===== src/rtl/pidbc_pkg.sv =====
// ----------------------------------------------------------------------------
// pidbc_pkg
// Shared types and constants for the back-calculation anti-windup PID core:
// fixed-point limits, register indexes, sequencer states and command bundles.
// ----------------------------------------------------------------------------
package pidbc_pkg;

   // Internal arithmetic is carried in 64-bit signed words.
   localparam int CALC_W  = 64;
   // Magnitude of a multiplier operand and of a gain.
   localparam int MAG_W   = 63;
   localparam int GAIN_W  = 24;
   localparam int ALPHA_W = 17;
   // Multiplier operand split: low half width.
   localparam int LO_W    = 32;
   // Fraction bits of the Q.16 gains.
   localparam int FRAC_W  = 16;
   // Saturated product magnitude holds up to 2^61.
   localparam int RES_W   = 62;

   // Saturation bounds of every intermediate sum and product.
   localparam logic [RES_W-1:0]         SAT_MAG = 62'h2000_0000_0000_0000;
   localparam logic signed [CALC_W-1:0] SAT_POS = 64'sh2000_0000_0000_0000;
   localparam logic signed [CALC_W-1:0] SAT_NEG = 64'shE000_0000_0000_0000;

   // Filter coefficient of one, which also bounds larger writes.
   localparam logic [ALPHA_W-1:0] ALPHA_ONE = 17'd65536;

   // Configuration register indexes.
   localparam int CSR_IDX_W = 3;
   typedef enum logic [CSR_IDX_W-1:0] {
      CSR_GAIN_P,
      CSR_GAIN_I_DT,
      CSR_GAIN_D_OVER_DT,
      CSR_GAIN_FF,
      CSR_GAIN_T_DT,
      CSR_LPF_ALPHA,
      CSR_OUT_MIN,
      CSR_OUT_MAX
   } csr_index_type;

   // Products formed on the shared multiplier, in the order they are run.
   typedef enum logic [2:0] {
      JOB_FILT,
      JOB_P,
      JOB_D,
      JOB_FF,
      JOB_I,
      JOB_T
   } job_type;

   // Controller states.
   typedef enum logic [3:0] {
      ST_IDLE,
      ST_PREP,
      ST_MUL_GO,
      ST_MUL_LO,
      ST_MUL_HI,
      ST_MUL_FIN,
      ST_COMMIT,
      ST_CLAMP,
      ST_BACK,
      ST_INTEG,
      ST_EMIT
   } state_type;

   // Steps of one multiplication.
   typedef struct packed {
      logic load;
      logic lo;
      logic hi;
      logic fin;
   } mul_cmd_type;

   // Commands from the controller to the datapath.
   typedef struct packed {
      logic        capture;
      logic        prep;
      mul_cmd_type mul;
      logic        commit;
      job_type     job;
      logic        clamp;
      logic        back;
      logic        integ;
      logic        emit;
   } cmd_type;

endpackage


===== src/rtl/pidbc_ctrl.sv =====
// ----------------------------------------------------------------------------
// pidbc_ctrl
// Sequencer for one control step: operand preparation, six products on the
// shared scaling unit, output limiting, integrator update and result handoff.
// ----------------------------------------------------------------------------
module pidbc_ctrl (
   input  logic                clock,
   input  logic                reset,
   input  logic                req_valid,
   output logic                req_ready,
   output logic                rsp_valid,
   input  logic                rsp_ready,
   output pidbc_pkg::cmd_type  cmd
);

   pidbc_pkg::state_type state_ff;
   pidbc_pkg::state_type state_in;
   pidbc_pkg::job_type   job_ff;
   pidbc_pkg::job_type   job_in;
   logic                 rsp_valid_ff;
   logic                 rsp_valid_in;

   // State, current product and result valid.
   always_ff @(posedge clock) begin
      if (reset) begin
         state_ff     <= pidbc_pkg::ST_IDLE;
         job_ff       <= pidbc_pkg::JOB_FILT;
         rsp_valid_ff <= 1'b0;
      end else begin
         state_ff     <= state_in;
         job_ff       <= job_in;
         rsp_valid_ff <= rsp_valid_in;
      end
   end

   // Next state and commands.
   always_comb begin
      state_in  = state_ff;
      job_in    = job_ff;
      cmd       = '0;
      cmd.job   = job_ff;
      req_ready = 1'b0;

      case (state_ff)
         pidbc_pkg::ST_IDLE: begin
            req_ready = 1'b1;
            if (req_valid) begin
               cmd.capture = 1'b1;
               state_in    = pidbc_pkg::ST_PREP;
            end
         end
         pidbc_pkg::ST_PREP: begin
            cmd.prep = 1'b1;
            job_in   = pidbc_pkg::JOB_FILT;
            state_in = pidbc_pkg::ST_MUL_GO;
         end
         pidbc_pkg::ST_MUL_GO: begin
            cmd.mul.load = 1'b1;
            state_in     = pidbc_pkg::ST_MUL_LO;
         end
         pidbc_pkg::ST_MUL_LO: begin
            cmd.mul.lo = 1'b1;
            state_in   = pidbc_pkg::ST_MUL_HI;
         end
         pidbc_pkg::ST_MUL_HI: begin
            cmd.mul.hi = 1'b1;
            state_in   = pidbc_pkg::ST_MUL_FIN;
         end
         pidbc_pkg::ST_MUL_FIN: begin
            cmd.mul.fin = 1'b1;
            state_in    = pidbc_pkg::ST_COMMIT;
         end
         pidbc_pkg::ST_COMMIT: begin
            // Fold the product in, then pick the next product or step.
            cmd.commit = 1'b1;
            case (job_ff)
               pidbc_pkg::JOB_FILT: begin
                  job_in   = pidbc_pkg::JOB_P;
                  state_in = pidbc_pkg::ST_MUL_GO;
               end
               pidbc_pkg::JOB_P: begin
                  job_in   = pidbc_pkg::JOB_D;
                  state_in = pidbc_pkg::ST_MUL_GO;
               end
               pidbc_pkg::JOB_D: begin
                  job_in   = pidbc_pkg::JOB_FF;
                  state_in = pidbc_pkg::ST_MUL_GO;
               end
               pidbc_pkg::JOB_FF: begin
                  state_in = pidbc_pkg::ST_CLAMP;
               end
               pidbc_pkg::JOB_I: begin
                  job_in   = pidbc_pkg::JOB_T;
                  state_in = pidbc_pkg::ST_MUL_GO;
               end
               pidbc_pkg::JOB_T: begin
                  state_in = pidbc_pkg::ST_INTEG;
               end
               default: begin
                  state_in = pidbc_pkg::ST_IDLE;
               end
            endcase
         end
         pidbc_pkg::ST_CLAMP: begin
            cmd.clamp = 1'b1;
            state_in  = pidbc_pkg::ST_BACK;
         end
         pidbc_pkg::ST_BACK: begin
            cmd.back = 1'b1;
            job_in   = pidbc_pkg::JOB_I;
            state_in = pidbc_pkg::ST_MUL_GO;
         end
         pidbc_pkg::ST_INTEG: begin
            cmd.integ = 1'b1;
            state_in  = pidbc_pkg::ST_EMIT;
         end
         pidbc_pkg::ST_EMIT: begin
            // Hand the result over once the output register is free.
            if (!rsp_valid_ff || rsp_ready) begin
               cmd.emit = 1'b1;
               state_in = pidbc_pkg::ST_IDLE;
            end
         end
         default: begin
            state_in = pidbc_pkg::ST_IDLE;
         end
      endcase

      // The output register stays full until its transfer.
      if (cmd.emit) begin
         rsp_valid_in = 1'b1;
      end else if (rsp_ready) begin
         rsp_valid_in = 1'b0;
      end else begin
         rsp_valid_in = rsp_valid_ff;
      end
   end

   assign rsp_valid = rsp_valid_ff;

endmodule


===== config.mk =====
export PLATFORM = sky130hd
export DESIGN_NAME = pidbc_ctrl
export DESIGN_NICKNAME = d
export VERILOG_FILES = /design/src/rtl/pidbc_pkg.sv /design/src/rtl/pidbc_ctrl.sv
export SDC_FILE = /design/constraint.sdc
export NUM_CORES = 1
export LEC_CHECK = 0
export ABC_CLOCK_PERIOD_IN_PS = 2000
export BUFFER_PORTS_ARGS = -buffer_cell sky130_fd_sc_hd__buf_2
export CAP_MARGIN = 5
export CORE_MARGIN = 2
export CORE_UTILIZATION = 40
export CTS_CLUSTER_DIAMETER = 80
export DETAILED_ROUTE_END_ITERATION = 12
export PLACE_DENSITY = 0.66
export SLEW_MARGIN = 20
export SYNTH_ARGS = -nofsm -noshare
export SYNTH_HDL_FRONTEND = slang
export SYNTH_SLANG_ARGS = --single-unit
export TNS_END_PERCENT = 5

===== constraint.sdc =====
create_clock -name clock -period 2 [get_ports clock]
set_input_delay 0.1 -clock clock [delete_from_list [all_inputs] [get_ports clock]]
set_output_delay 0.1 -clock clock [all_outputs]
set_load 0.01 [all_outputs]

==> flow_metrics.env <==
export IMPL_synth_area_leaders="dfxtp_1 (28%), nor3_1 (6.1%), buf_2 (5.2%)"
export IMPL_initial_core_util_pct=43.78
export IMPL_grt_pass1_wl_um=2104
export IMPL_synthFlopType="dfxtp_1"
export IMPL_root_buffer="clkbuf_4"
export IMPL_cts_buffers_inserted=3
export IMPL_holdCritPathClass="input pin to register"
export IMPL_seq_area_frac_synth_pct=27.77
export IMPL_grt_pass1_vias=480
export IMPL_slew_headroom_pct=59.43
export IMPL_cap_violations=0
export IMPL_htree_levels=1
export IMPL_clk_latency_ns=0.25
export IMPL_globalplace_congestion=0.7251
export IMPL_critical_path_class="register to output pin"
export IMPL_vias=573
export IMPL_drt_total_wl_um=1222
export IMPL_cts_tree="built"
export IMPL_nets=93
export IMPL_cp_end_kind="output pin"
export IMPL_drive_above_1_share_pct=28.74
export IMPL_antenna_found_initial=0
export IMPL_ys_types=31
export IMPL_ioPinCount=20
export IMPL_setup_tns_ns=0
export IMPL_routed_via_density=5.618
export IMPL_final_cell_mix="buf_2 (19), dfxtp_1 (8), nor3_1 (7)"
export IMPL_clock_skew_ns=0.002713
export IMPL_synth_seq_cells=8
export IMPL_syn2layout_area_growth_pct=13.88
export IMPL_cts_resized=0
export IMPL_ctsHoldBuffers=0
export IMPL_pre_cts_ws_ns=0.5642
export IMPL_synth_edf_count=0
export IMPL_fmax_ghz=0.5982
export IMPL_core_area_mm2=0.001318
export IMPL_drt_first_pass_iters=4
export IMPL_clk_pin_slew_ns=0.06
export IMPL_p_per_area_mw_per_mm2=556.9
export IMPL_setup_slack_ns=0.3284
export IMPL_status="completed"
export IMPL_num_rows=13
export IMPL_start_kind="register"
export IMPL_synth_cells=75
export IMPL_utilization_pct=49.86
export IMPL_die_w_um=41.98
export IMPL_grt_overflow=0
export IMPL_worst_pin_slew_ns=0.6078
export IMPL_period_needed_ns=1.672
export IMPL_die_h_um=41.98
export IMPL_required_ns=1.90
export IMPL_rsz0062_at_grt="false"
export IMPL_synth_area_um2=576.8
export IMPL_cts_setup_buffers=0
export IMPL_finalSetupViolCount=0
export IMPL_port_buffers=19
export IMPL_clock_sinks=8
export IMPL_grt_max_degree=20
export IMPL_drc_errors=0
export IMPL_layout_commonest_cell="buf_2"
export IMPL_drtAntennaViolNets=0
export IMPL_synth_top_cell_by_area="dfxtp_1"
export IMPL_ir_worst_vdd_mv=0.3761
export IMPL_synth_nets=79
export IMPL_antennaDiodeCount=0
export IMPL_syn_area_per_cell_um2=7.691
export IMPL_cts_path_max_buffers=2
export IMPL_grt_usage_pct=15.37
export IMPL_finalHoldViolations=0
export IMPL_detail_route_iter0_violations=6
export IMPL_leakage_nw=0.2924
export IMPL_arrival_ns=1.57
export IMPL_die_area_mm2=0.001762
export IMPL_yosysWarnings=0
export IMPL_finalCritPeriodShare_pct=83.58
export IMPL_fin_hold_ws_ns=0.1305
export IMPL_ys_async_sr_fraction_pct=0
export IMPL_wire_per_inst_um=11.98
export IMPL_crit_fanout=17
export IMPL_slew_viol_final=0
export IMPL_hpwl_um=815.6
export IMPL_synth_top_area_share_pct=27.77
==> critical path, stage by stage (launching register included) <==
cell and delay (ns):
dfxtp_1 0.64, or2b_1 0.29, or2_1 0.22, inv_1 0.05, buf_2 0.11
==> Yosys cell counts, types with 2 or more instances <==
| cell type | instances |
|---|---|
| nor2_1 | 5 |
| and3b_1 | 2 |
| inv_1 | 2 |
| a21o_1 | 2 |
| nor2b_1 | 3 |
| nand3_1 | 3 |
| or2b_1 | 2 |
| buf_2 | 6 |
| a21oi_1 | 4 |
| dfxtp_1 | 8 |
| clkbuf_1 | 2 |
| nor4_2 | 2 |
| a31oi_1 | 4 |
| o211ai_1 | 2 |
| nand2b_1 | 4 |
| nand2_1 | 3 |
| nor3_1 | 7 |
==> worst paths after layout <==
| path | startpoint | slack (ns) | end | cells after the start |
|---|---|---|---|---|
| max | state_ff[3] | 0.33 | cmd[1] | 4 |
| min | reset | 0.13 | state_ff[2] | 2 |
| max reg2reg | state_ff[1] | 0.54 | state_ff[0] | 3 |
| min reg2reg | job_ff[0] | 0.53 | state_ff[0] | 2 |
==> state kept, by name, summed over array words and instances (netlist names) <==
| name | cells |
|---|---|
| job_ff | 3 |
| state_ff | 4 |
| rsp_valid | 1 |
==> cell families (layout without fill, tap and decap cells) <==
group                  Yosys count  count (layout)  synth area share (%)
AO/OA/AOI/OAI                   15              15                 16.48
AND/OR/NAND/NOR                 38              38                 41.65
buffers and inverters           12              24                 11.06
XOR/XNOR                         2               2                 3.037
flip-flops                       8               8                 27.77
==> stage by stage <==
step / std cells / cell area (µm²) / total power, mW
2_1_floorplan: 75 / 576.8 / 0.2276
3_3_place_gp: 99 / 634.4 / 0.2427
3_5_place_dp: 99 / 634.4 / 0.2439
4_1_cts: 102 / 656.9 / 0.3706
5_1_grt: 102 / 656.9 / 0.3924
6_report: 102 / 656.9 / 0.3658
==> area by class of cell <==
class	count	area (µm²)
flip-flops and latches	8	160.2
repair buffers	19	95.09
well taps	15	18.77
fillers	140	660.6
inverters	2	7.507
multi-input cells	55	352.8
clock buffers	3	22.52
==> power by group <==
part | internal, mW | switching, mW | leakage, nW
registers | 0.164 | 0.0203 | 0.0649
clock network | 0.0687 | 0.0559 | 0.0138
logic | 0.0279 | 0.0288 | 0.214
total | 0.261 | 0.105 | 0.292
==> layer usage <==
layer  part of all wire (%)  global-route usage, %  vias up
met5                      0                      0        -
met3                    6.7                  8.621        0
met1                     46                  19.90      268
met4                      0                  1.935        0
met2                     47                  22.81       17
li1                       -                      -      288
Note: power is estimated with default switching activity, not from simulation.
